### config.mk
export PLATFORM = sky130hd
export DESIGN_NAME = chunked_body_decoder
export DESIGN_NICKNAME = d
export VERILOG_FILES = /design/src/rtl/cbd_pkg.sv /design/src/rtl/chunked_body_decoder.sv
export SDC_FILE = /design/constraint.sdc
export NUM_CORES = 1
export LEC_CHECK = 0
export BUFFER_PORTS_ARGS = -buffer_cell sky130_fd_sc_hd__buf_2
export CAP_MARGIN = 20
export CORE_MARGIN = 5
export CORE_UTILIZATION = 40
export CTS_CLUSTER_SIZE = 12
export DETAILED_ROUTE_END_ITERATION = 12
export GPL_TIMING_DRIVEN = 0
export SYNTH_ARGS = -nofsm -noshare
export SYNTH_HDL_FRONTEND = slang
export SYNTH_SLANG_ARGS = --single-unit
export TNS_END_PERCENT = 1
### constraint.sdc
create_clock -name i_clk -period 3 [get_ports i_clk]
set_input_delay 0.45 -clock i_clk [delete_from_list [all_inputs] [get_ports i_clk]]
set_output_delay 0.45 -clock i_clk [all_outputs]
set_load 0.005 [all_outputs]
### src/rtl/cbd_pkg.sv
`timescale 1ns / 1ps
package cbd_pkg;

    localparam int BYTE_BITS = 8;
    localparam int LEN_BITS  = 32;

    localparam logic [1:0] ACT_BYTE  = 2'd0;
    localparam logic [1:0] ACT_CLOSE = 2'd1;
    localparam logic [1:0] ACT_START = 2'd2;

    localparam logic [BYTE_BITS-1:0] CHAR_CR   = 8'h0D;
    localparam logic [BYTE_BITS-1:0] CHAR_LF   = 8'h0A;
    localparam logic [BYTE_BITS-1:0] CHAR_TAB  = 8'h09;
    localparam logic [BYTE_BITS-1:0] CHAR_SP   = 8'h20;
    localparam logic [BYTE_BITS-1:0] CHAR_X_LC = 8'h78;
    localparam logic [BYTE_BITS-1:0] CHAR_X_UC = 8'h58;

    localparam logic [1:0] GAP_BYTES = 2'd2;

    typedef enum logic [6:0] {
        PH_LEAD   = 7'b0000001,
        PH_ZERO   = 7'b0000010,
        PH_DIGITS = 7'b0000100,
        PH_REST   = 7'b0001000,
        PH_DATA   = 7'b0010000,
        PH_GAP    = 7'b0100000,
        PH_DONE   = 7'b1000000
    } t_phase;

    typedef struct packed {
        logic [1:0]           action;
        logic [BYTE_BITS-1:0] in_byte;
    } t_in;

    typedef struct packed {
        logic [BYTE_BITS-1:0] out_byte;
        logic                 out_valid;
        logic                 body_done;
        logic                 stream_error;
        logic [LEN_BITS-1:0]  body_length;
    } t_out;

    // {digit flag, value}
    function automatic logic [4:0] hex_digit(input logic [BYTE_BITS-1:0] c);
        logic [4:0] r;
        r = '0;
        if (c inside {[8'h30:8'h39]}) begin
            r = {1'b1, 4'(c - 8'h30)};
        end else if (c inside {[8'h61:8'h66]}) begin
            r = {1'b1, 4'(c - 8'h61 + 8'd10)};
        end else if (c inside {[8'h41:8'h46]}) begin
            r = {1'b1, 4'(c - 8'h41 + 8'd10)};
        end
        return r;
    endfunction

    function automatic logic is_space(input logic [BYTE_BITS-1:0] c);
        return (c == CHAR_SP) || (c inside {[CHAR_TAB:CHAR_CR]});
    endfunction

endpackage

### src/rtl/chunked_body_decoder.sv
`timescale 1ns / 1ps
// The result of an input transfer appears on the output register in the next cycle.
// Throughput: one byte per cycle; the phase machine and counters settle in a
// single pass, and a result waiting on a stalled output still lets the next
// byte in when the output is taken in the same cycle.
// Reset: synchronous active low; returns to the start of a size line, counts zero.
module chunked_body_decoder
    import cbd_pkg::*;
#(
    parameter int COUNT_BITS = 32
) (
    input  logic i_clk,
    input  logic i_rst_n,
    input  logic i_in_valid,
    output logic o_in_ready,
    input  t_in  i_in_data,
    output logic o_out_valid,
    input  logic i_out_ready,
    output t_out o_out_data
);

    localparam logic [COUNT_BITS-1:0] COUNT_MAX = '1;

    t_phase                r_phase, n_phase;
    logic [COUNT_BITS-1:0] r_size, n_size;
    logic [COUNT_BITS-1:0] r_left, n_left;
    logic [COUNT_BITS-1:0] r_decoded, n_decoded;
    logic                  r_cr, n_cr;
    logic [1:0]            r_gap, n_gap;
    logic [1:0]            gap_dec;
    logic                  r_out_valid;
    t_out                  r_out_data, n_out_data;

    logic                  accept;
    logic [4:0]            hex;
    logic [COUNT_BITS-1:0] size_add;
    logic [63:0]           decoded_ext;
    logic [BYTE_BITS-1:0]  c;

    assign accept      = i_in_valid && o_in_ready;
    assign o_in_ready  = !r_out_valid || i_out_ready;
    assign o_out_valid = r_out_valid;
    assign o_out_data  = r_out_data;

    assign c   = i_in_data.in_byte;
    assign hex = hex_digit(c);
    // Saturate once another digit would overflow; otherwise the low nibble is free.
    assign size_add = (r_size[COUNT_BITS-1 -: 4] != 4'd0) ? COUNT_MAX
                    : {r_size[COUNT_BITS-5:0], hex[3:0]};
    assign gap_dec  = (r_gap != 2'd0) ? r_gap - 2'd1 : r_gap;

    always_comb begin
        n_phase    = r_phase;
        n_size     = r_size;
        n_left     = r_left;
        n_decoded  = r_decoded;
        n_cr       = r_cr;
        n_gap      = r_gap;
        n_out_data = '0;
        case (i_in_data.action)
            ACT_START: begin
                n_phase   = PH_LEAD;
                n_size    = '0;
                n_left    = '0;
                n_decoded = '0;
                n_cr      = 1'b0;
                n_gap     = '0;
            end
            ACT_CLOSE: begin
                if (r_phase != PH_DONE) begin
                    n_out_data.stream_error = 1'b1;
                    n_phase = PH_DONE;
                end
            end
            ACT_BYTE: begin
                case (r_phase)
                    PH_DATA: begin
                        n_out_data.out_byte  = c;
                        n_out_data.out_valid = 1'b1;
                        if (r_decoded != COUNT_MAX) begin
                            n_decoded = r_decoded + 1'b1;
                        end
                        if (r_left != '0) begin
                            n_left = r_left - 1'b1;
                        end
                        if (n_left == '0) begin
                            n_phase = PH_GAP;
                            n_gap   = GAP_BYTES;
                        end
                    end
                    PH_GAP: begin
                        n_gap = gap_dec;
                        if (gap_dec == 2'd0) begin
                            n_phase = PH_LEAD;
                            n_size  = '0;
                            n_cr    = 1'b0;
                        end
                    end
                    PH_LEAD, PH_ZERO, PH_DIGITS, PH_REST: begin
                        n_cr = (c == CHAR_CR);
                        if (c == CHAR_LF && r_cr) begin
                            if (r_size == '0) begin
                                n_phase = PH_DONE;
                                n_out_data.body_done = 1'b1;
                            end else begin
                                n_left  = r_size;
                                n_phase = PH_DATA;
                            end
                        end else begin
                            case (r_phase)
                                PH_LEAD: begin
                                    if (!is_space(c)) begin
                                        if (hex[4]) begin
                                            n_size  = size_add;
                                            n_phase = (hex[3:0] == 4'd0) ? PH_ZERO
                                                                         : PH_DIGITS;
                                        end else begin
                                            n_phase = PH_REST;
                                        end
                                    end
                                end
                                PH_ZERO: begin
                                    if (c == CHAR_X_LC || c == CHAR_X_UC) begin
                                        n_phase = PH_DIGITS;
                                    end else if (hex[4]) begin
                                        n_size  = size_add;
                                        n_phase = PH_DIGITS;
                                    end else begin
                                        n_phase = PH_REST;
                                    end
                                end
                                PH_DIGITS: begin
                                    if (hex[4]) begin
                                        n_size = size_add;
                                    end else begin
                                        n_phase = PH_REST;
                                    end
                                end
                                default: ;
                            endcase
                        end
                    end
                    default: n_phase = PH_DONE;
                endcase
            end
            default: ;
        endcase
        decoded_ext = 64'(n_decoded);
        n_out_data.body_length = (decoded_ext[63:LEN_BITS] != '0) ? '1
                               : decoded_ext[LEN_BITS-1:0];
    end

    always_ff @(posedge i_clk) begin
        if (!i_rst_n) begin
            r_phase     <= PH_LEAD;
            r_size      <= '0;
            r_left      <= '0;
            r_decoded   <= '0;
            r_cr        <= 1'b0;
            r_gap       <= '0;
            r_out_valid <= 1'b0;
        end else begin
            if (accept) begin
                r_phase   <= n_phase;
                r_size    <= n_size;
                r_left    <= n_left;
                r_decoded <= n_decoded;
                r_cr      <= n_cr;
                r_gap     <= n_gap;
            end
            if (o_in_ready) begin
                r_out_valid <= accept;
            end
        end
    end

    always_ff @(posedge i_clk) begin
        if (accept) begin
            r_out_data <= n_out_data;
        end
    end

endmodule

# After elaboration in Yosys (flattened, before gate mapping)
# Cells that the tools add are included.
# word_totals
elab_cells,132
regBits,150
output_inout_bits,45
# op_classes
magnitude_cmp,8
n_reduce_logical,28
n_eq_ne,30
addsub,8
muxes,46
# op_table
operator,count
$mux W32,13
$pmux W32 S2,5
$pmux W32 S3,1
$logic_not A32 Y1,2
$pmux W7 S3,3
$mux W7,7
$add A32 B1 Y32 const B,1
$ne A32 B32 Y1 const B,1
$reduce_bool A32 Y1,1
$sub A32 B1 Y32 const B,1
$eq A8 B4 Y1 const B,2
$eq A8 B7 Y1 const B,2
$ge A8 B7 Y1 const B,2
$le A8 B7 Y1 const B,2
$reduce_and A8 Y1,2
$mux W5,3
$ne A3 B3 Y1 const B,5
$ne A5 B5 Y1 const B,3
$mux W4,3
$sub A4 B1 Y4 const B,3
$add A4 B4 Y4 const B,2
$eq A8 B6 Y1 const B,1
$ge A8 B4 Y1 const B,1
$ge A8 B6 Y1 const B,1
other kinds (35),53

# Longest topological paths before layout
# Gate-level depths: netlist of run 1.
# logic_depth
word_depth,13
ltp_mapped,12
mapped_depth_nobuf,11

# Worst setup path before layout of run 1
# No wires, ideal clock.
# synth_path
path_type,reg2reg
from,register r_left[15]
to,register r_phase[1]
slack_ns,-0.038
path_buffers,2
stages_incl_launch_ff,11
arrival_ns,2.966
setup_ns,0.072
synth_period_minus_slack_ns,3.038
path_cell_list,dfxtp_1 > buf_6 > or4_4 > or3_1 > buf_6 > or3_4 > a2111oi_4 > nand3_2 > o31a_4 > nor2_8 > mux2i_1
# synth_between
elab_chain_len,7
# synth_lines
element,line,rtl
"start, declared",chunked_body_decoder.sv:26,"logic [COUNT_BITS-1:0] r_left, n_left;"
"start signal, assigned",chunked_body_decoder.sv:166,r_left <= n_left;
$sub A32 B1 Y32 / $reduce_bool A32 Y1 (equally long branches),"chunked_body_decoder.sv:84, chunked_body_decoder.sv:83",
$mux W32 *,chunked_body_decoder.sv:83,if (r_left != '0) begin
$mux W32 *,chunked_body_decoder.sv:76,case (r_phase)
$mux W32 *,chunked_body_decoder.sv:60,case (i_in_data.action)
$logic_not A32 Y1 *,chunked_body_decoder.sv:86,if (n_left == '0) begin
$ne A3 B3 Y1 (no source line) *,n/a,
$reduce_and A8 Y1 (no source line) *,n/a,
"end signal, assigned",chunked_body_decoder.sv:164,r_phase <= n_phase;
"end, declared",chunked_body_decoder.sv:24,"t_phase r_phase, n_phase;"
# Mark *: on every way between the ends. The rest lies on a longest branch, timed or not. The select of a mux whose other input is x is not followed.
# A chain may end at the register's enable or synchronous reset.

# Final worst setup path of run 1
# layout_path
from,register r_left[15]
to,register r_phase[3]
# Same word-level chain as after synthesis.

==> out/qor.txt, run 1 <==
Met3 Track Usage GR -> 4.37%
Total power divided by cell area -> 510 mW/mm2
CP Buf/Inv Count -> 0
Startpoint of the lowest-slack register-to-register path -> r_left[15]
Yosys cell types -> 71
Critical path type -> register to register
Number of CTS-inserted buffers -> 17
Hold Path Stages -> 3
Share of final-layout standard cells stronger than drive strength 1 -> 17.9%
Global-route met2 utilization -> 33.4%
Reg clk slew, reported paths -> 70 ps
First-pass GRT wire length -> 42600 um
Number of standard cells in the final layout excluding fillers -> 1422
Global placement routability congestion -> 0.977
Critical path, cell by cell -> or4_4 -> or3_4 -> or3_4 -> a32oi_2 -> nand4_1 -> o31a_4 -> nor2_8 -> mux2i_1
Gate Count Post-Synth -> 1038
CP delay by family, top -> simple AND/OR/NAND/NOR gates
Remaining routing DRC violations -> 0
DP Wirelength -> 19100 um
Dominant combinational cell family by area after synthesis -> simple AND/OR/NAND/NOR gates
Number of antenna violations at the first check in global routing -> 0
Least setup slack across all paths after layout -> -161 ps
Number of violations of the max-capacitance limit -> 0
Number of I/O port buffers -> 57
Synthesis-stage register bit count -> 150
Prevailing post-synth register cell -> sky130_fd_sc_hd__dfxtp_1
Fin. max-slew vios -> 0
Synth Area in Compound Gates -> 21.5%
Starting utilization of the core area -> 40.2%
Worst VDD drop -> 0.388 mV
Worst max-slew margin expressed relative to the limit -> 39.2%
Count of cells along the worst register-to-register path -> 8
Clock tree root driver cell -> sky130_fd_sc_hd__clkbuf_16
Total via count after detailed routing -> 8335
Number of vias per cell -> 5.86
Setup violations, final -> 8
Number of nets produced by synthesis -> 1060
Synthesized area -> 0.00841 mm2
Standard-cell row count -> 53
Peak-usage layer in the global routing report -> met2
H-tree lvl count -> 4
Critical Path Most Common Cell -> sky130_fd_sc_hd__or3_4
EDFF count, synth -> 43
CTS tree -> yes
Deepest clock path buffer count -> 2
Post-synth top area share -> 25.5%
Antenna diode count -> 0
Met1 Use GR -> 30.5%
Combined global-route utilization of all metal layers -> 22.0%
Num Clock Sinks -> 150
Adder-cell share of the synthesized area -> 1.19%
Synthesized area divided by synthesized cell count -> 8.10 um2
Via count of the first global-routing pass -> 7760
Hold Path Class -> primary input to register
Status -> complete, but fails checks
Ys Warns -> 0
Wire length reported by the detailed router -> 26700 um
Arrival time at the worst endpoint -> 3530 ps
Flop-to-flop setup slack -> -160 ps
Violations in the final reports -> negative setup slack
Area inside the core boundary -> 0.0209 mm2
P_leak -> 3.68 nW
Post-route core utilization -> 48.5%
Critical-path top delay cell -> sky130_fd_sc_hd__or4_4
Die boundary width -> 155 um
Worst Setup End Kind -> register
Iteration-0 DRC Markers -> 677
Chip height -> 155 um
Sequential-to-total area share from yosys stat -> 40.8%
Actual slew at the worst max-slew pin -> 909 ps
Top area cells in the synthesized netlist -> sky130_fd_sc_hd__dfxtp_1, sky130_fd_sc_hd__edfxtp_1, sky130_fd_sc_hd__a21oi_1
Maximum clock rate -> 0.316 GHz
Per-cell routed wire length -> 18.8 um
Required time of the critical path -> 3370 ps
Largest clock skew in the final design -> 12.6 ps
Endpoint of the worst register-to-register path -> r_phase[3]
Post-placement cell area -> 0.00907 mm2
Multiplexer area fraction after synthesis -> 0.967%
Worst-skew pair later-pin latency -> 440 ps
Worst hold path startpoint -> i_in_valid
Number of detailed-routing iterations run before antenna repair -> 5
Share of async-settable or async-resettable flops after synthesis -> 0%
Leading cell type by number of instances after synthesis -> sky130_fd_sc_hd__nor2_1
Peak per-stage delay on the critical path -> 510 ps
Launching element type of the critical path -> register
Yosys top cell by area -> sky130_fd_sc_hd__dfxtp_1
Final worst-path cycle share -> 105%
Post-synthesis share of cell area spent on xor and xnor gates -> 4.06%
Worst hold path endpoint -> o_out_valid
# IOs -> 59
Die area -> 0.0240 mm2
Post-placement worst setup slack -> -853 ps
Final hold violation count -> 0
Fin area -> 0.0101 mm2
Area overhead of the layout relative to synthesis -> 20.6%
Sum Neg Setup Slack -> -1040 ps
Number of nets with antenna violations after routing -> 0
Final worst path period need -> 3160 ps
Placed Instances -> 1371
Maximum number of pins on one net before global-route repair -> 37
Biggest fanout along the worst timing path -> 6
Top post-synthesis cells by count -> sky130_fd_sc_hd__nor2_1, sky130_fd_sc_hd__nand2_1, sky130_fd_sc_hd__dfxtp_1, sky130_fd_sc_hd__a21oi_1, sky130_fd_sc_hd__clkbuf_1
Post-layout nets -> 1156
Simple-gate share of the synthesized area -> 26.8%
Setup repair after global routing missed its margin -> true
Total global routing overflow -> 0
[cell usage in the layout (no fill, tap or decap), types with 22 or more instances in the layout]
cell type / netlist / layout
sky130_fd_sc_hd__dfxtp_1: 107 / 98
sky130_fd_sc_hd__nand2_1: 112 / 112
sky130_fd_sc_hd__nor3_1: 47 / 40
sky130_fd_sc_hd__edfxtp_1: 43 / 43
sky130_fd_sc_hd__nor2_1: 119 / 117
sky130_fd_sc_hd__o21ai_0: 60 / 58
sky130_fd_sc_hd__buf_4: 1 / 31
sky130_fd_sc_hd__o211ai_1: 37 / 37
sky130_fd_sc_hd__a21oi_1: 102 / 102
sky130_fd_sc_hd__nand3_1: 33 / 27
sky130_fd_sc_hd__clkbuf_1: 70 / 51
sky130_fd_sc_hd__xor2_1: 22 / 22
sky130_fd_sc_hd__buf_2: 2 / 59
[through the flow]
step	total power (W)	hold slack, ps
floorplan	0.00270	432
global placement	0.00294	444
detailed placement	0.00294	450
CTS	0.00512	264
global route	0.00537	300
finish	0.00517	262
[power breakdown]
group          switching [W]  internal (W)
registers          0.0000230       0.00212
logic               0.000563      0.000316
clock network       0.000976       0.00118
[flip-flops by register name (all words and copies together), names as in the netlist]
| register | cells |
|---|---|
| r_cr | 1 |
| r_left | 32 |
| o_out_data | 43 |
| o_out_valid | 1 |
| r_size | 32 |
| r_phase | 7 |
| r_gap | 2 |
| r_decoded | 32 |
[kinds of logic (layout without fill, tap and decap cells)]
logic type / count (synthesis) / in the layout
compound gates: 286 / 286
xor+xnor: 39 / 39
fa+ha+maj: 8 / 8
buf+inv: 96 / 205
flops: 150 / 150
mux: 8 / 8
simple gates: 451 / 451
[repair_timing]
action / in CTS / in global routing
hold buffers: 0 / 0
resized for setup: 35 / 63
pin swaps: 12 / 24
endpoints found under the setup margin: 90 / 96
setup buffers: 9 / 19
[worst max path at each step]
stage                          start    endpoint  slack (ps)  cells past startpoint
final                     r_left[15]  r_phase[3]        -160                      8
after global routing      r_left[15]  r_phase[0]        -230                      8
after detailed placement  r_size[28]  r_left[15]        -850                      9
after floorplan            r_left[0]  r_phase[1]           6                     12
after CTS                 r_left[15]  r_phase[6]        -190                     10
after global placement    r_size[28]  r_left[15]        -850                      9
[layout make-up]
type | count | area [um2]
flip-flops and latches | 150 | 3450
fillers | 2063 | 10700
clock inverters | 15 | 161
multi-input cells | 792 | 4880
well taps | 275 | 344
plain buffers | 70 | 297
inverters | 17 | 66.3
clock buffers | 17 | 425
repair buffers | 86 | 519
[metal layers]
| metal | wire length, um | part of all wire (%) |
|---|---|---|
| met1 | 12000 | 45 |
| met5 | 0 | 0 |
| met2 | 12000 | 45 |
| met3 | 1780 | 6.6 |
| met4 | 979 | 3.7 |
[worst register-to-register path, delay by kind of cell (launching register included)]
| family | cells | cell delay (ps) |
|---|---|---|
| flops | 1 | 370 |
| simple gates | 5 | 1830 |
| compound gates | 2 | 700 |
| mux | 1 | 200 |
No activity file was read; power rests on OpenSTA's default activity.
==> run 2, diff against run 1 <==
clock period = 2.63 ns   (was 3 ns; I/O delays follow)
==> out/qor.txt, run 2 (synthesis gave the netlist of run 1 again) <==
Largest clock skew in the final design -> 14.4 ps (+1.81 ps)
Die boundary width -> 155 um (unchanged)
Wire length reported by the detailed router -> 26800 um (+0.12%)
Total global routing overflow -> 0 (unchanged)
Maximum clock rate -> 0.308 GHz (-2.5%)
Critical path type -> register to register
Count of filler cells inserted in the layout -> 2076 (+0.63%)
Via count of the first global-routing pass -> 7508 (-3.2%)
Number of nets with antenna violations after routing -> 0 (unchanged)
Chip height -> 155 um (unchanged)
Die area -> 0.0240 mm2 (unchanged)
Number of flip-flops under the largest register name -> 43 (unchanged)
H-tree lvl count -> 4 (unchanged)
Worst-skew pair later-pin latency -> 430 ps (about the same)
First-pass GRT wire length -> 42200 um (-0.89%)
Area inside the core boundary -> 0.0209 mm2 (unchanged)
# IOs -> 59 (unchanged)
Antenna diode count -> 0 (unchanged)
Iteration-0 DRC Markers -> 675 (-0.30%)
Setup violations, final -> 66 (+58)
Total power divided by cell area -> 563 mW/mm2 (+10%)
Fin. max-slew vios -> 0 (unchanged)
Arrival time at the worst endpoint -> 3600 ps (+70 ps)
Status -> complete, but fails checks
Clock tree root driver cell -> sky130_fd_sc_hd__clkbuf_16
Area overhead of the layout relative to synthesis -> 20.9%
Launching element type of the critical path -> register
Standard-cell row count -> 53 (unchanged)
Worst VDD drop -> 0.395 mV (+1.8%)
Starting utilization of the core area -> 40.2% (unchanged)
Num Clock Sinks -> 150 (unchanged)
Global placement routability congestion -> 0.989 (+1.3%)
Hold Path Class -> primary input to register
Commonest cells after routing, fill and taps aside -> sky130_fd_sc_hd__nor2_1, sky130_fd_sc_hd__nand2_1, sky130_fd_sc_hd__a21oi_1
Biggest fanout along the worst timing path -> 10 (+4)
Combined global-route utilization of all metal layers -> 21.8% (-0.21 points)
DP Wirelength -> 19000 um (-0.47%)
Peak per-stage delay on the critical path -> 530 ps (+20 ps)
Remaining routing DRC violations -> 0 (unchanged)
Post-layout nets -> 1149 (-0.61%)
Required time of the critical path -> 2990 ps (-380 ps)
Final hold violation count -> 0 (unchanged)
Violations in the final reports -> negative setup slack
Actual slew at the worst max-slew pin -> 922 ps (+13.1 ps)
Deepest clock path buffer count -> 2 (unchanged)
Per-cell routed wire length -> 18.9 um (+0.61%)
Critical-path top delay cell -> sky130_fd_sc_hd__or4_4
Share of final-layout standard cells stronger than drive strength 1 -> 18.9% (+1.1 points)
Post-route core utilization -> 48.7% (+0.11 points)
Final worst path period need -> 3240 ps (+82.4 ps)
Final worst-path cycle share -> 123% (+18 points)
Worst max-slew margin expressed relative to the limit -> 38.3% (-0.88 points)
Critical path, cell by cell -> or4_4 -> or3_1 -> buf_6 -> or3_4 -> nand3_2 -> and3_4 -> nand4_1 -> o31a_4 -> nor2_8 -> mux2i_1
Number of vias per cell -> 5.90 (+0.64%)
Maximum number of pins on one net before global-route repair -> 36 (-2.7%)
P_leak -> 3.64 nW (-1.2%)
Number of I/O port buffers -> 57 (unchanged)
Worst Setup End Kind -> register
Total via count after detailed routing -> 8347 (+0.14%)
Number of detailed-routing iterations run before antenna repair -> 5 (unchanged)
Least setup slack across all paths after layout -> -613 ps (-452 ps)
Setup repair after global routing missed its margin -> true
Total power after layout -> 0.00572 W (+11%)
CTS tree -> yes
Reg clk slew, reported paths -> 60 ps (about the same)
Number of violations of the max-capacitance limit -> 0 (unchanged)
Number of CTS-inserted buffers -> 17 (unchanged)
Most frequent standard cell in the layout excluding fill and tap cells -> sky130_fd_sc_hd__nor2_1
Number of antenna violations at the first check in global routing -> 0 (unchanged)
## run 2: final timing paths
path	from	to	slack (ps)	depth (start not counted)
max	r_left[11]	r_phase[6]	-610	10
min	i_in_valid	o_out_valid	210	3
max reg2reg	r_left[11]	r_phase[6]	-610	10
min reg2reg	r_cr	r_cr	470	2
## run 2: power breakdown
part	internal, W	switching (W)
clock network	0.00123	0.00106
logic	0.000352	0.000644
registers	0.00241	0.0000238
## run 2: timing repair
item                       4_1_cts  5_1_grt
hold endpoints to repair         0        0
setup endpoints to repair      137      119
pin swaps                       13       26
hold buffers                     0        0
resized for setup               69       69
setup buffers                    7       10
## run 2: worst max-delay path: cells and delay by family (launching register included)
kind,cells,cell delay [ps]
simple gates,7,2020
compound gates,1,440
flops,1,360
mux,1,200
buf+inv,1,150
## run 2: stage by stage
stage / TNS, ps / hold slack (ps) / std cells / instance area (um2) / worst slack [ps]
after floorplan: -3630 / 432 / 1038 / 8420 / -360
final: -9520 / 214 / 1415 / 10200 / -613
after global placement: -128100 / 444 / 1370 / 9050 / -1230
after detailed placement: -93230 / 452 / 1371 / 9070 / -1210
after global routing: -23230 / 216 / 1415 / 10200 / -733
after CTS: -9040 / 204 / 1406 / 9890 / -550
## run 2: final cells by class
type                            instances  area (um2)  share of cell area, %
Multi-Input combinational cell        792        4920                   48.4
Clock buffer                           18         429                   4.22
Inverter                               17        63.8                  0.628
Sequential cell                       150        3460                   34.0
Buffer                                 74         393                   3.87
Clock inverter                         14         115                   1.13
Tap cell                              275         344                   3.39
Timing Repair Buffer                   75         440                   4.33
## run 2: metal layers
metal	wire length, um	share of wire, %	GRT usage [%]
met1	12200	45	31.2
met2	12100	45	33.2
met3	1740	6.5	4.12
met4	785	2.9	7.44
met5	0	0	0
